$ cat src/design/csma_tx_pkg.sv
// csma_tx_pkg: shared types, codes and constants of the csma/cd transmit controller
// no dependencies; used by every module of the block by scoped names
package csma_tx_pkg;

    localparam int unsigned MaxExponent  = 10;
    localparam int unsigned RandWidth    = 10;
    localparam int unsigned CountWidth   = 8;
    localparam int unsigned IdleWidth    = 9;
    localparam int unsigned WaitWidth    = 22;
    localparam int unsigned PhaseWidth   = 3;
    localparam int unsigned OutTdataWidth = 16;

    localparam logic [IdleWidth-1:0]  IdleSaturated = 9'd256;
    localparam logic [CountWidth-1:0] CountMax      = 8'd255;

    // phase codes as shown on the result stream
    localparam logic [PhaseWidth-1:0] PhaseIdle    = 3'd0;
    localparam logic [PhaseWidth-1:0] PhaseDefer   = 3'd1;
    localparam logic [PhaseWidth-1:0] PhaseTx      = 3'd2;
    localparam logic [PhaseWidth-1:0] PhaseJam     = 3'd3;
    localparam logic [PhaseWidth-1:0] PhaseBackoff = 3'd4;

    // configuration register indexes
    localparam logic [1:0] CfgGapBits    = 2'd0;
    localparam logic [1:0] CfgJamBits    = 2'd1;
    localparam logic [1:0] CfgSlotBits   = 2'd2;
    localparam logic [1:0] CfgBackoffCap = 2'd3;

    localparam logic [7:0]  GapBitsReset    = 8'd96;
    localparam logic [7:0]  JamBitsReset    = 8'd32;
    localparam logic [11:0] SlotBitsReset   = 12'd512;
    localparam logic [3:0]  BackoffCapReset = 4'd10;

    typedef enum logic [4:0] {
        ST_IDLE    = 5'b00001,
        ST_DEFER   = 5'b00010,
        ST_TX      = 5'b00100,
        ST_JAM     = 5'b01000,
        ST_BACKOFF = 5'b10000
    } state_t;

    typedef struct packed {
        logic [7:0]  gap_bits;
        logic [7:0]  jam_bits;
        logic [11:0] slot_bits;
        logic [3:0]  backoff_cap;
    } cfg_t;

    typedef struct packed {
        logic                 packet_ready;
        logic                 carrier;
        logic                 collision;
        logic [RandWidth-1:0] random_bits;
    } in_flags_t;

    typedef struct packed {
        logic                  take_packet;
        logic                  tx_active;
        logic                  jam_active;
        logic                  packet_sent;
        logic [CountWidth-1:0] attempt_count;
        logic [PhaseWidth-1:0] phase;
    } result_t;

    typedef struct packed {
        logic step;
        logic out_free;
    } flow_t;

endpackage

$ cat src/design/csma_tx_cfg.sv
// csma_tx_cfg: configuration registers written through the plain write port
// depends on csma_tx_pkg
module csma_tx_cfg
(
    input  logic                clk,
    input  logic                rst_n,
    input  logic                cfg_we,
    input  logic [1:0]          cfg_addr,
    input  logic [11:0]         cfg_wdata,
    output csma_tx_pkg::cfg_t   cfg
);

    csma_tx_pkg::cfg_t cfg_reg;
    csma_tx_pkg::cfg_t cfg_next;

    always_comb
    begin
        cfg_next = cfg_reg;
        if (cfg_we)
        begin
            unique case (cfg_addr)
                csma_tx_pkg::CfgGapBits:    cfg_next.gap_bits    = cfg_wdata[7:0];
                csma_tx_pkg::CfgJamBits:    cfg_next.jam_bits    = cfg_wdata[7:0];
                csma_tx_pkg::CfgSlotBits:   cfg_next.slot_bits   = cfg_wdata;
                csma_tx_pkg::CfgBackoffCap: cfg_next.backoff_cap = cfg_wdata[3:0];
                default:                    cfg_next = cfg_reg;
            endcase
        end
    end

    always_ff @(posedge clk or negedge rst_n)
    begin
        if (!rst_n)
        begin
            cfg_reg.gap_bits    <= csma_tx_pkg::GapBitsReset;
            cfg_reg.jam_bits    <= csma_tx_pkg::JamBitsReset;
            cfg_reg.slot_bits   <= csma_tx_pkg::SlotBitsReset;
            cfg_reg.backoff_cap <= csma_tx_pkg::BackoffCapReset;
        end
        else
        begin
            cfg_reg <= cfg_next;
        end
    end

    assign cfg = cfg_reg;

endmodule

$ cat src/design/csma_tx_in_stage.sv
// csma_tx_in_stage: input register holding one bit-time transaction
// depends on csma_tx_pkg
module csma_tx_in_stage #(
    parameter int unsigned LENGTH_WIDTH = 14
)
(
    input  logic                        clk,
    input  logic                        rst_n,
    input  logic                        s_tvalid,
    output logic                        s_tready,
    input  csma_tx_pkg::in_flags_t      in_flags,
    input  logic [LENGTH_WIDTH-1:0]     in_length,
    input  csma_tx_pkg::flow_t          flow,
    output logic                        hold_valid,
    output csma_tx_pkg::in_flags_t      hold_flags,
    output logic [LENGTH_WIDTH-1:0]     hold_length
);

    logic                       valid_reg;
    logic                       valid_next;
    csma_tx_pkg::in_flags_t     flags_reg;
    logic [LENGTH_WIDTH-1:0]    length_reg;
    logic                       load;

    assign s_tready = !valid_reg || flow.out_free;
    assign load     = s_tvalid && s_tready;

    always_comb
    begin
        valid_next = valid_reg;
        if (load)
        begin
            valid_next = 1'b1;
        end
        else if (flow.step)
        begin
            valid_next = 1'b0;
        end
    end

    always_ff @(posedge clk or negedge rst_n)
    begin
        if (!rst_n)
        begin
            valid_reg <= 1'b0;
        end
        else
        begin
            valid_reg <= valid_next;
        end
    end

    always_ff @(posedge clk)
    begin
        if (load)
        begin
            flags_reg  <= in_flags;
            length_reg <= in_length;
        end
    end

    assign hold_valid  = valid_reg;
    assign hold_flags  = flags_reg;
    assign hold_length = length_reg;

endmodule

$ cat src/design/csma_tx_core.sv
// csma_tx_core: transmit state machine, idle/bit/wait counters and backoff draw
// depends on csma_tx_pkg; advances one bit time per step
module csma_tx_core #(
    parameter int unsigned LENGTH_WIDTH = 14
)
(
    input  logic                        clk,
    input  logic                        rst_n,
    input  logic                        step,
    input  csma_tx_pkg::in_flags_t      flags,
    input  logic [LENGTH_WIDTH-1:0]     length,
    input  csma_tx_pkg::cfg_t           cfg,
    output csma_tx_pkg::result_t        result
);

    localparam int unsigned CW = csma_tx_pkg::CountWidth;
    localparam int unsigned IW = csma_tx_pkg::IdleWidth;
    localparam int unsigned WW = csma_tx_pkg::WaitWidth;
    localparam int unsigned RW = csma_tx_pkg::RandWidth;
    localparam logic [3:0] ExpLimit =
        4'((csma_tx_pkg::MaxExponent < RW) ? csma_tx_pkg::MaxExponent : RW);

    csma_tx_pkg::state_t        state_reg, state_next;
    logic [CW-1:0]              collisions_reg, collisions_next;
    logic [IW-1:0]              idle_count_reg, idle_count_next;
    logic [LENGTH_WIDTH-1:0]    bit_count_reg, bit_count_next;
    logic [LENGTH_WIDTH-1:0]    length_reg, length_next;
    logic [WW-1:0]              wait_count_reg, wait_count_next;

    logic [CW-1:0]              coll_inc;
    logic [CW-1:0]              draw_coll;
    logic [3:0]                 cap_eff;
    logic [3:0]                 draw_exp;
    logic [RW-1:0]              slot_mask;
    logic [RW-1:0]              slots;
    logic [WW-1:0]              draw_wait;
    logic [WW-1:0]              wait_dec;
    logic [LENGTH_WIDTH-1:0]    bit_inc;

    assign coll_inc = (collisions_reg < csma_tx_pkg::CountMax) ?
                      collisions_reg + 1'b1 : collisions_reg;

    // in transmit the draw sees the count that already includes this collision
    assign draw_coll = (state_reg == csma_tx_pkg::ST_TX) ? coll_inc : collisions_reg;
    assign cap_eff   = (cfg.backoff_cap > ExpLimit) ? ExpLimit : cfg.backoff_cap;
    assign draw_exp  = (draw_coll > {{(CW-4){1'b0}}, cap_eff}) ? cap_eff : draw_coll[3:0];
    assign slot_mask = ~({RW{1'b1}} << draw_exp);
    assign slots     = flags.random_bits & slot_mask;
    assign draw_wait = WW'(slots) * WW'(cfg.slot_bits);

    assign wait_dec  = (wait_count_reg != '0) ? wait_count_reg - 1'b1 : wait_count_reg;
    assign bit_inc   = bit_count_reg + 1'b1;

    always_comb
    begin
        state_next      = state_reg;
        collisions_next = collisions_reg;
        bit_count_next  = bit_count_reg;
        length_next     = length_reg;
        wait_count_next = wait_count_reg;
        result          = '0;

        if (flags.carrier)
        begin
            idle_count_next = '0;
        end
        else if (idle_count_reg < csma_tx_pkg::IdleSaturated)
        begin
            idle_count_next = idle_count_reg + 1'b1;
        end
        else
        begin
            idle_count_next = idle_count_reg;
        end

        unique case (state_reg)
            csma_tx_pkg::ST_DEFER:
            begin
                result.phase = csma_tx_pkg::PhaseDefer;
                if (!flags.carrier && (idle_count_next >= {1'b0, cfg.gap_bits}))
                begin
                    bit_count_next = '0;
                    state_next     = csma_tx_pkg::ST_TX;
                end
            end
            csma_tx_pkg::ST_TX:
            begin
                result.phase = csma_tx_pkg::PhaseTx;
                if (flags.collision)
                begin
                    collisions_next = coll_inc;
                    if (cfg.jam_bits == '0)
                    begin
                        wait_count_next = draw_wait;
                        state_next = (draw_wait == '0) ? csma_tx_pkg::ST_DEFER :
                                                         csma_tx_pkg::ST_BACKOFF;
                    end
                    else
                    begin
                        wait_count_next = WW'(cfg.jam_bits);
                        state_next      = csma_tx_pkg::ST_JAM;
                    end
                end
                else
                begin
                    result.tx_active = 1'b1;
                    bit_count_next   = bit_inc;
                    if (bit_inc >= length_reg)
                    begin
                        result.packet_sent = 1'b1;
                        state_next         = csma_tx_pkg::ST_IDLE;
                    end
                end
            end
            csma_tx_pkg::ST_JAM:
            begin
                result.phase      = csma_tx_pkg::PhaseJam;
                result.jam_active = 1'b1;
                wait_count_next   = wait_dec;
                if (wait_dec == '0)
                begin
                    wait_count_next = draw_wait;
                    state_next = (draw_wait == '0) ? csma_tx_pkg::ST_DEFER :
                                                     csma_tx_pkg::ST_BACKOFF;
                end
            end
            csma_tx_pkg::ST_BACKOFF:
            begin
                result.phase    = csma_tx_pkg::PhaseBackoff;
                wait_count_next = wait_dec;
                if (wait_dec == '0)
                begin
                    state_next = csma_tx_pkg::ST_DEFER;
                end
            end
            default:
            begin
                result.phase = csma_tx_pkg::PhaseIdle;
                state_next   = csma_tx_pkg::ST_IDLE;
                if (flags.packet_ready)
                begin
                    result.take_packet = 1'b1;
                    length_next        = length;
                    collisions_next    = '0;
                    state_next         = csma_tx_pkg::ST_DEFER;
                end
            end
        endcase

        result.attempt_count = collisions_next;
    end

    always_ff @(posedge clk or negedge rst_n)
    begin
        if (!rst_n)
        begin
            state_reg      <= csma_tx_pkg::ST_IDLE;
            collisions_reg <= '0;
            idle_count_reg <= csma_tx_pkg::IdleSaturated;
            bit_count_reg  <= '0;
            length_reg     <= '0;
            wait_count_reg <= '0;
        end
        else if (step)
        begin
            state_reg      <= state_next;
            collisions_reg <= collisions_next;
            idle_count_reg <= idle_count_next;
            bit_count_reg  <= bit_count_next;
            length_reg     <= length_next;
            wait_count_reg <= wait_count_next;
        end
    end

endmodule

$ cat src/design/csma_tx_out_stage.sv
// csma_tx_out_stage: result register on the master side of the stream
// depends on csma_tx_pkg
module csma_tx_out_stage
(
    input  logic                    clk,
    input  logic                    rst_n,
    input  logic                    step,
    input  csma_tx_pkg::result_t    result,
    output logic                    m_tvalid,
    input  logic                    m_tready,
    output csma_tx_pkg::result_t    result_out,
    output logic                    out_free
);

    logic                   valid_reg;
    logic                   valid_next;
    csma_tx_pkg::result_t   result_reg;

    assign out_free = !valid_reg || m_tready;

    always_comb
    begin
        valid_next = valid_reg;
        if (step)
        begin
            valid_next = 1'b1;
        end
        else if (m_tready)
        begin
            valid_next = 1'b0;
        end
    end

    always_ff @(posedge clk or negedge rst_n)
    begin
        if (!rst_n)
        begin
            valid_reg <= 1'b0;
        end
        else
        begin
            valid_reg <= valid_next;
        end
    end

    always_ff @(posedge clk)
    begin
        if (step)
        begin
            result_reg <= result;
        end
    end

    assign m_tvalid   = valid_reg;
    assign result_out = result_reg;

endmodule

$ cat src/design/csma_cd_transmit_control_unit.sv
// csma_cd_transmit_control_unit: top level of the csma/cd transmit controller
// depends on csma_tx_pkg, csma_tx_cfg, csma_tx_in_stage, csma_tx_core, csma_tx_out_stage
//
// Each input transaction is one bit time on the link and yields exactly one result
// transaction. A transaction goes from the input register through the state machine
// and the backoff draw (one 10 x 12 multiply) into the result register, which drives
// m_tdata and loads once the master side is free. One new bit is accepted every
// cycle while results are taken; a stall on the master side holds both registers,
// so the throughput is limited by the master side taking results. The controller
// idles, takes a waiting packet, defers for the inter-frame gap, transmits, jams on
// a collision and backs off a random number of slots before it retries. The user
// must write configuration only while no transaction is in flight; no check in the block.
module csma_cd_transmit_control_unit #(
    parameter int unsigned LENGTH_WIDTH = 14
)
(
    input  logic                                        clk,
    input  logic                                        rst_n,
    input  logic                                        cfg_we,
    input  logic [1:0]                                  cfg_addr,
    input  logic [11:0]                                 cfg_wdata,
    input  logic                                        s_tvalid,
    output logic                                        s_tready,
    // packet_ready, packet_bits, carrier, collision, random_bits, zero fill
    input  logic [(((LENGTH_WIDTH+13)+7)/8)*8-1:0]      s_tdata,
    output logic                                        m_tvalid,
    input  logic                                        m_tready,
    // take_packet, tx_active, jam_active, packet_sent, attempt_count, phase, zero fill
    output logic [csma_tx_pkg::OutTdataWidth-1:0]       m_tdata
);

    localparam int unsigned CarrierBit = LENGTH_WIDTH + 1;
    localparam int unsigned CollBit    = LENGTH_WIDTH + 2;
    localparam int unsigned RandLo     = LENGTH_WIDTH + 3;
    localparam int unsigned InBits     = LENGTH_WIDTH + 13;
    localparam int unsigned InTdata    = ((InBits + 7) / 8) * 8;

    csma_tx_pkg::cfg_t          cfg;
    csma_tx_pkg::in_flags_t     in_flags;
    logic [LENGTH_WIDTH-1:0]    in_length;
    csma_tx_pkg::flow_t         flow;
    logic                       hold_valid;
    csma_tx_pkg::in_flags_t     hold_flags;
    logic [LENGTH_WIDTH-1:0]    hold_length;
    csma_tx_pkg::result_t       core_result;
    csma_tx_pkg::result_t       result_out;
    logic                       out_free;
    logic [InTdata-InBits-1:0]  unused_fill;

    assign in_flags.packet_ready = s_tdata[0];
    assign in_length             = s_tdata[LENGTH_WIDTH:1];
    assign in_flags.carrier      = s_tdata[CarrierBit];
    assign in_flags.collision    = s_tdata[CollBit];
    assign in_flags.random_bits  = s_tdata[RandLo +: csma_tx_pkg::RandWidth];
    assign unused_fill           = s_tdata[InTdata-1:InBits];

    assign flow.out_free = out_free;
    assign flow.step     = hold_valid && out_free;

    csma_tx_cfg u_cfg (
        .clk       (clk),
        .rst_n     (rst_n),
        .cfg_we    (cfg_we),
        .cfg_addr  (cfg_addr),
        .cfg_wdata (cfg_wdata),
        .cfg       (cfg)
    );

    csma_tx_in_stage #(
        .LENGTH_WIDTH (LENGTH_WIDTH)
    ) u_in (
        .clk         (clk),
        .rst_n       (rst_n),
        .s_tvalid    (s_tvalid),
        .s_tready    (s_tready),
        .in_flags    (in_flags),
        .in_length   (in_length),
        .flow        (flow),
        .hold_valid  (hold_valid),
        .hold_flags  (hold_flags),
        .hold_length (hold_length)
    );

    csma_tx_core #(
        .LENGTH_WIDTH (LENGTH_WIDTH)
    ) u_core (
        .clk    (clk),
        .rst_n  (rst_n),
        .step   (flow.step),
        .flags  (hold_flags),
        .length (hold_length),
        .cfg    (cfg),
        .result (core_result)
    );

    csma_tx_out_stage u_out (
        .clk        (clk),
        .rst_n      (rst_n),
        .step       (flow.step),
        .result     (core_result),
        .m_tvalid   (m_tvalid),
        .m_tready   (m_tready),
        .result_out (result_out),
        .out_free   (out_free)
    );

    // fill bits on the slave side carry nothing
    assign m_tdata = {(unused_fill != '0) & 1'b0,
                      result_out.phase,
                      result_out.attempt_count,
                      result_out.packet_sent,
                      result_out.jam_active,
                      result_out.tx_active,
                      result_out.take_packet};

endmodule

$ cat config.mk
export PLATFORM = sky130hd
export DESIGN_NAME = csma_cd_transmit_control_unit
export DESIGN_NICKNAME = d
export VERILOG_FILES = /design/src/design/csma_tx_pkg.sv /design/src/design/csma_tx_cfg.sv /design/src/design/csma_tx_in_stage.sv /design/src/design/csma_tx_core.sv /design/src/design/csma_tx_out_stage.sv /design/src/design/csma_cd_transmit_control_unit.sv
export SDC_FILE = /design/constraint.sdc
export NUM_CORES = 1
export LEC_CHECK = 0
export BUFFER_PORTS_ARGS = -buffer_cell sky130_fd_sc_hd__buf_4
export CAP_MARGIN = 10
export CORE_UTILIZATION = 35
export DETAILED_ROUTE_END_ITERATION = 16
export SLEW_MARGIN = 5
export SYNTH_ARGS = -nofsm -noshare
export SYNTH_HDL_FRONTEND = slang
export SYNTH_HIERARCHICAL = 1
export SYNTH_SLANG_ARGS = --single-unit
$ cat constraint.sdc
create_clock -name clk -period 12.7 [get_ports clk]
set_clock_uncertainty 0.2 [all_clocks]
set_input_delay 0.635 -clock clk [delete_from_list [all_inputs] [get_ports clk]]
set_output_delay 0.635 -clock clk [all_outputs]
set_load 0.02 [all_outputs]
==> impl_metrics.json, run 1 <==
{
  "io_pins": 69,
  "synth_top_area_share_pct": 20.0,
  "rows": 68,
  "wl_per_cell_um": 17.0,
  "die_x_um": 189,
  "synth_top_area_cell": "dfrtp_1",
  "reg2regPathDepth": 33,
  "cts_tree": "built",
  "critPathLaunch": "u_core/collisions_reg[0]$_DFFE_PN0P_",
  "whs_ns": 0.00552,
  "max_slew_margin_pct": 30.4,
  "wl_um": 30000,
  "reg2reg_slack_ns": 2.36,
  "grt_usage_pct": 17.6,
  "drv_slew": 0,
  "largest_reg_flops": 32,
  "p_leak_nw": 6.13,
  "antenna_found_initial": 0,
  "netlist_top_cells_area": "dfrtp_1 (20%), fa_1 (13%), edfxtp_1 (10%)",
  "firstDrtPassIters": 11,
  "min_period_over_period_pct": 81.4,
  "die_y_um": 189,
  "synthCells": 1257,
  "port_buffers": 62,
  "yosysWarnings": 6,
  "drc": 1,
  "clkLatencyLatePin_ns": 0.43,
  "violations": "DRC",
  "synthArstFlopShare_pct": 71.6,
  "core_um2": 34500,
  "drive_gt1_share_pct": 15.9,
  "overflow": 0,
  "synth_edf_count": 42,
  "clkTransAtPathRegs_ns": 0.07,
  "syn_area_per_cell_um2": 9.74,
  "post-route-min-period_ns": 10.34,
  "hold_violations": 0,
  "clk_path_buf_depth": 2,
  "final_nets": 1511,
  "outcome": "finished, violations left",
  "die_area_um2": 35700,
  "rsz0062_at_grt": "false",
  "ys_seq_elements": 148,
  "start_util_pct": 35.5,
  "fin_setup_tns_ns": 0,
  "peakVddDrop_uv": 95.6,
  "cp-start-kind": "flop",
  "cts_buffers": 17,
  "slowest_delay_ns": 0.59,
  "htreeDepth": 4,
  "yosys-top-cells-count": "nand2_1 (134), inv_1 (113), dfrtp_1 (98)",
  "fmax_mhz": 96.7,
  "antenna_cells": 0,
  "yosys_most_used_dff": "dfrtp_1",
  "grt_pass1_wl_um": 49900,
  "powerDensity_nw_per_um2": 161,
  "hpwlAfterDp_um": 22500,
  "ant_nets": 0,
  "area_growth_pct": 12.1,
  "cp.required_ns": 12.81,
  "cp-end-kind": "flop",
  "worst_pin_slew_ns": 1.04,
  "cts_setup_buffers": 0,
  "grt_max_degree": 62,
  "hp-class": "in -> async",
  "critical-path-slowest-cell": "o31a_1",
  "drt-initial-drc-count": 589,
  "r2r-start": "u_core/collisions_reg[0]$_DFFE_PN0P_",
  "vias_per_cell": 5.35,
  "yosysMostFrequentCell": "nand2_1",
  "grt_pass1_vias": 9469,
  "syn_area_um2": 12200,
  "cts_sinks": 148,
  "yosysSeqAreaShare_pct": 32.1,
  "worstPathArrival_ns": 10.45,
  "gp_congestion": 0.896,
  "root_buffer": "clkbuf_16",
  "vias": 9427,
  "worstSetupPathType": "reg -> reg",
  "setup_viol_count_final": 0,
  "cp_max_fo": 18,
  "cts_resized": 0,
  "syn_nets": 1474,
  "drv_cap": 0,
  "ys_types": 87,
  "postCtsHoldBufs": 0
}
area by class of cell:
class | count | area, um2
inverter | 113 | 424
clock buffer | 18 | 439
timing repair buffer | 72 | 541
fill | 3379 | 20700
sequential | 148 | 3920
tap | 455 | 569
multi-input combinational | 942 | 7670
clock inverter | 14 | 153
cells by family after synthesis:
family | count (synthesis) | synth area share (%)
and+or+nand+nor | 429 | 18.6
DFF | 148 | 32.1
adders and majority gates | 166 | 21.8
AOI/OAI and AO/OA | 230 | 12.6
xor gates and xnor gates | 44 | 3.15
buffers and inverters | 167 | 5.28
muxes | 72 | 6.58
other | 1 | 0.0306
where the power goes:
group          leakage [nW]  internal, mW  switching [mW]  total (mW)
sequential             1.75         0.612           0.128       0.739
combinational          4.09         0.393           0.575       0.968
clock                 0.291         0.269           0.234       0.503
total                  6.13          1.27           0.937        2.21
metal layers:
layer  up-vias  track usage, %  wire length (um)
met5         -               0                 0
met3        32            2.45              1140
met1      4675            24.2             14200
met4         0            5.61               495
met2       228            28.6             14100
li1       4492               -                 -
final timing paths:
check                                                    to
max in group asynchronous         u_cfg/cfg[23]$_DFFE_PN0P_
min reg2reg                u_core/length_reg[6]$_DFFE_PN0P_
min                        u_core/length_reg[0]$_DFFE_PN0P_
max reg2reg                 u_core/state_reg[4]$_DFFE_PN0P_
min in group clk              u_in/hold_length[1]$_DFFE_PP_
max                         u_core/state_reg[4]$_DFFE_PN0P_
per-stage QoR:
stage          total power, mW  setup WS [ns]  instance area (um2)  instances  utilization, %
2_1_floorplan             1.42           3.55                12200       1257               -
6_report                  2.21           2.36                13700       1762            39.8
4_1_cts                   2.22           2.45                13700       1762            39.8
3_3_place_gp              1.69           2.56                13100       1730            38.1
3_5_place_dp              1.71           2.48                13100       1730            38.1
5_1_grt                   2.37           1.69                13700       1762            39.8
placed cells by master (no fill, tap or decap), types with 5 or more instances in the layout:
cell,Yosys,final
or4_1,7,7
nor2b_1,10,10
mux2_2,67,67
o211ai_1,8,8
nand2b_1,7,7
dfrtp_1,98,98
nand2_1,134,134
xnor2_1,27,27
fa_1,78,78
nand4_1,13,13
ha_1,88,88
nor3_1,28,28
inv_1,113,113
o21ai_0,55,54
edfxtp_1,42,42
buf_4,3,72
a21o_1,12,12
xor2_1,17,17
a221o_1,9,9
or3_1,9,9
clkbuf_16,0,17
o21a_1,6,6
o22ai_1,6,6
nor2_1,71,71
a31oi_1,10,10
inv_6,0,7
and3_1,35,35
nor4_1,11,11
nand3_1,24,24
and2_1,41,40
o21ai_1,8,9
a211oi_1,9,9
nand3b_1,5,5
a21oi_1,59,59
dfstp_2,8,8
worst max-delay path, delay by kind of cell, from the launching register on:
kind / cells / cell delay [ns]
DFF: 1 / 0.48
AOI/OAI and AO/OA: 12 / 3.41
xor gates and xnor gates: 1 / 0.18
muxes: 2 / 0.84
buffers and inverters: 4 / 0.35
and+or+nand+nor: 6 / 1.53
adders and majority gates: 8 / 3.22
(Power assumes the default switching activity.)
==> run 2, diff against run 1 <==
clock period = 10.7 ns   (was 12.7 ns; I/O delays follow)
==> impl_metrics.json, run 2 (synthesized netlist as in run 1, its figures left out) <==
{
  "cp-end-kind": "flop",
  "hold_violations": 0,
  "ant_nets": 0,
  "drv_slew": 0,
  "htreeDepth": 4,
  "antenna_cells": 0,
  "cp-start-kind": "flop",
  "io_pins": 69,
  "cts_tree": "built",
  "hp-start": "s_tdata[8]",
  "root_buffer": "clkbuf_16",
  "clkLatencyLatePin_ns": 0.43,
  "cts_setup_buffers": 0,
  "grt_pass1_vias": 9461,
  "vias": 9456,
  "fmax_mhz": 99.0,
  "worstSetupPathType": "reg -> reg",
  "largest_reg_flops": 32,
  "wl_per_cell_um": 17.2,
  "hold_path_depth": 1,
  "fin_setup_tns_ns": 0,
  "reg2regPathDepth": 33,
  "firstDrtPassIters": 6,
  "p_int_mw": 1.51,
  "overflow": 0,
  "combinationalPowerShare_pct": 43.9,
  "cp_max_fo": 12,
  "rsz0062_at_grt": "false",
  "gp_congestion": 0.881,
  "vias_per_cell": 5.36,
  "die_y_um": 189,
  "min_period_over_period_pct": 94.4,
  "rr_endpoint": "u_core/state_reg[4]$_DFFE_PN0P_",
  "final_nets": 1513,
  "cp.required_ns": 10.81,
  "clkTransAtPathRegs_ns": 0.07,
  "die_area_um2": 35700,
  "rows": 68,
  "post-route-min-period_ns": 10.10,
  "layout_common_cells": "nand2_1 (134), inv_1 (113), dfrtp_1 (98)",
  "clk_path_buf_depth": 2,
  "worst_pin_slew_ns": 1.06,
  "postLayoutCoreUtil_pct": 39.9,
  "area_growth_pct": 12.3,
  "seqPwrFrac_pct": 33.2,
  "port_buffers": 62,
  "grt_pass1_wl_um": 50500,
  "cts_sinks": 148,
  "p_leak_nw": 6.14,
  "reg2reg_slack_ns": 0.60,
  "crit_top_cell": "fa_1",
  "drt-initial-drc-count": 596,
  "worstPathArrival_ns": 10.21,
  "die_x_um": 189,
  "start_util_pct": 35.5,
  "p_switching_mw": 1.12,
  "worstHoldEndpoint": "u_in/hold_length[7]$_DFFE_PP_",
  "p_sw_share_pct": 42.6,
  "cts_buffers": 17,
  "peakVddDrop_uv": 146,
  "grt_usage_pct": 17.9,
  "powerDensity_nw_per_um2": 191,
  "setup_viol_count_final": 0,
  "wl_um": 30400,
  "outcome": "finished clean",
  "grt_max_degree": 58,
  "max_slew_margin_pct": 27.0,
  "antenna_found_initial": 0,
  "final_common_cell": "nand2_1",
  "cp_top_family": "adder cells",
  "core_um2": 34500,
  "r2r-start": "u_core/collisions_reg[0]$_DFFE_PN0P_",
  "hpwlAfterDp_um": 22700,
  "hp-class": "in -> reg",
  "drv_cap": 0,
  "drive_gt1_share_pct": 16.0,
  "critical-path-slowest-cell": "fa_1",
  "drc": 0,
  "slowest_delay_ns": 0.56,
  "path_buf_inv": 4,
  "clkPwrFrac_pct": 22.9
}
==> run 2: cell count changes in the layout (fill, tap and decap cells not counted) <==
cell / before / now
inv_8: 3 / 6
inv_6: 7 / 5
buf_4: 72 / 73
clkbuf_8: 1 / 0
dlygate4sd3_1: 0 / 1
o31a_1: 2 / 1
o31a_2: 0 / 1
==> run 2: through the flow <==
stage | cell area, um2 | power [mW] | worst slack [ns] | instances | hold slack, ns
after CTS | 13700 | 2.65 | 0.577 | 1764 | 0.0521
after global routing | 13700 | 2.83 | 0.0112 | 1764 | 0.0516
after floorplan | 12200 | 1.68 | 1.55 | 1257 | 0.0394
after global placement | 13100 | 2.01 | 0.597 | 1731 | 0.260
after detailed placement | 13100 | 2.03 | 0.594 | 1731 | 0.265
final | 13700 | 2.63 | 0.599 | 1764 | 0.0756
==> run 2: repair_timing <==
| item | 4_1_cts | 5_1_grt |
|---|---|---|
| endpoints found under the setup margin | 0 | 2 |
| resized for setup | 0 | 1 |
| hold endpoints to repair | 44 | 0 |
| hold buffers | 1 | 0 |
==> run 2: power by group through the flow <==
stage	clock [mW]	sequential, mW	combinational, mW
6_report	0.601	0.874	1.15
5_1_grt	0.640	0.897	1.30
4_1_cts	0.619	0.873	1.16
3_5_place_dp	0	0.882	1.15
3_3_place_gp	0	0.880	1.13
2_1_floorplan	0	0.837	0.844
==> run 2: layout make-up <==
cell class	instances	area [um2]
clock buffer	17	425
sequential	148	3920
inverter	113	424
clock inverter	15	169
timing repair buffer	74	558
fill	3351	20700
multi-input combinational	942	7670
tap	455	569
==> run 2: routing by layer <==
metal  vias up  GRT usage (%)  wire (um)  part of all wire, %
li1       4500              -          -                    -
met1      4679           24.8      14300                   47
met2       242           28.0      14000                   46
met3        35           3.21       1470                  4.8
met4         0           6.27        656                  2.2
met5         -              0          0                    0
==> run 2: worst max-delay path by stage <==
stage / from / slack, ns / depth (start not counted) / to
floorplan: u_core/collisions_reg[0]$_DFFE_PN0P_ / 1.55 / 32 / u_core/state_reg[1]$_DFFE_PN0P_
global placement: u_core/collisions_reg[0]$_DFFE_PN0P_ / 0.60 / 34 / u_core/state_reg[4]$_DFFE_PN0P_
detailed placement: u_core/collisions_reg[0]$_DFFE_PN0P_ / 0.59 / 34 / u_core/state_reg[4]$_DFFE_PN0P_
CTS: u_core/collisions_reg[0]$_DFFE_PN0P_ / 0.58 / 34 / u_core/state_reg[4]$_DFFE_PN0P_
global route: u_core/state_reg[4]$_DFFE_PN0P_ / 0.01 / 30 / u_core/state_reg[4]$_DFFE_PN0P_
finish: u_core/collisions_reg[0]$_DFFE_PN0P_ / 0.60 / 33 / u_core/state_reg[4]$_DFFE_PN0P_
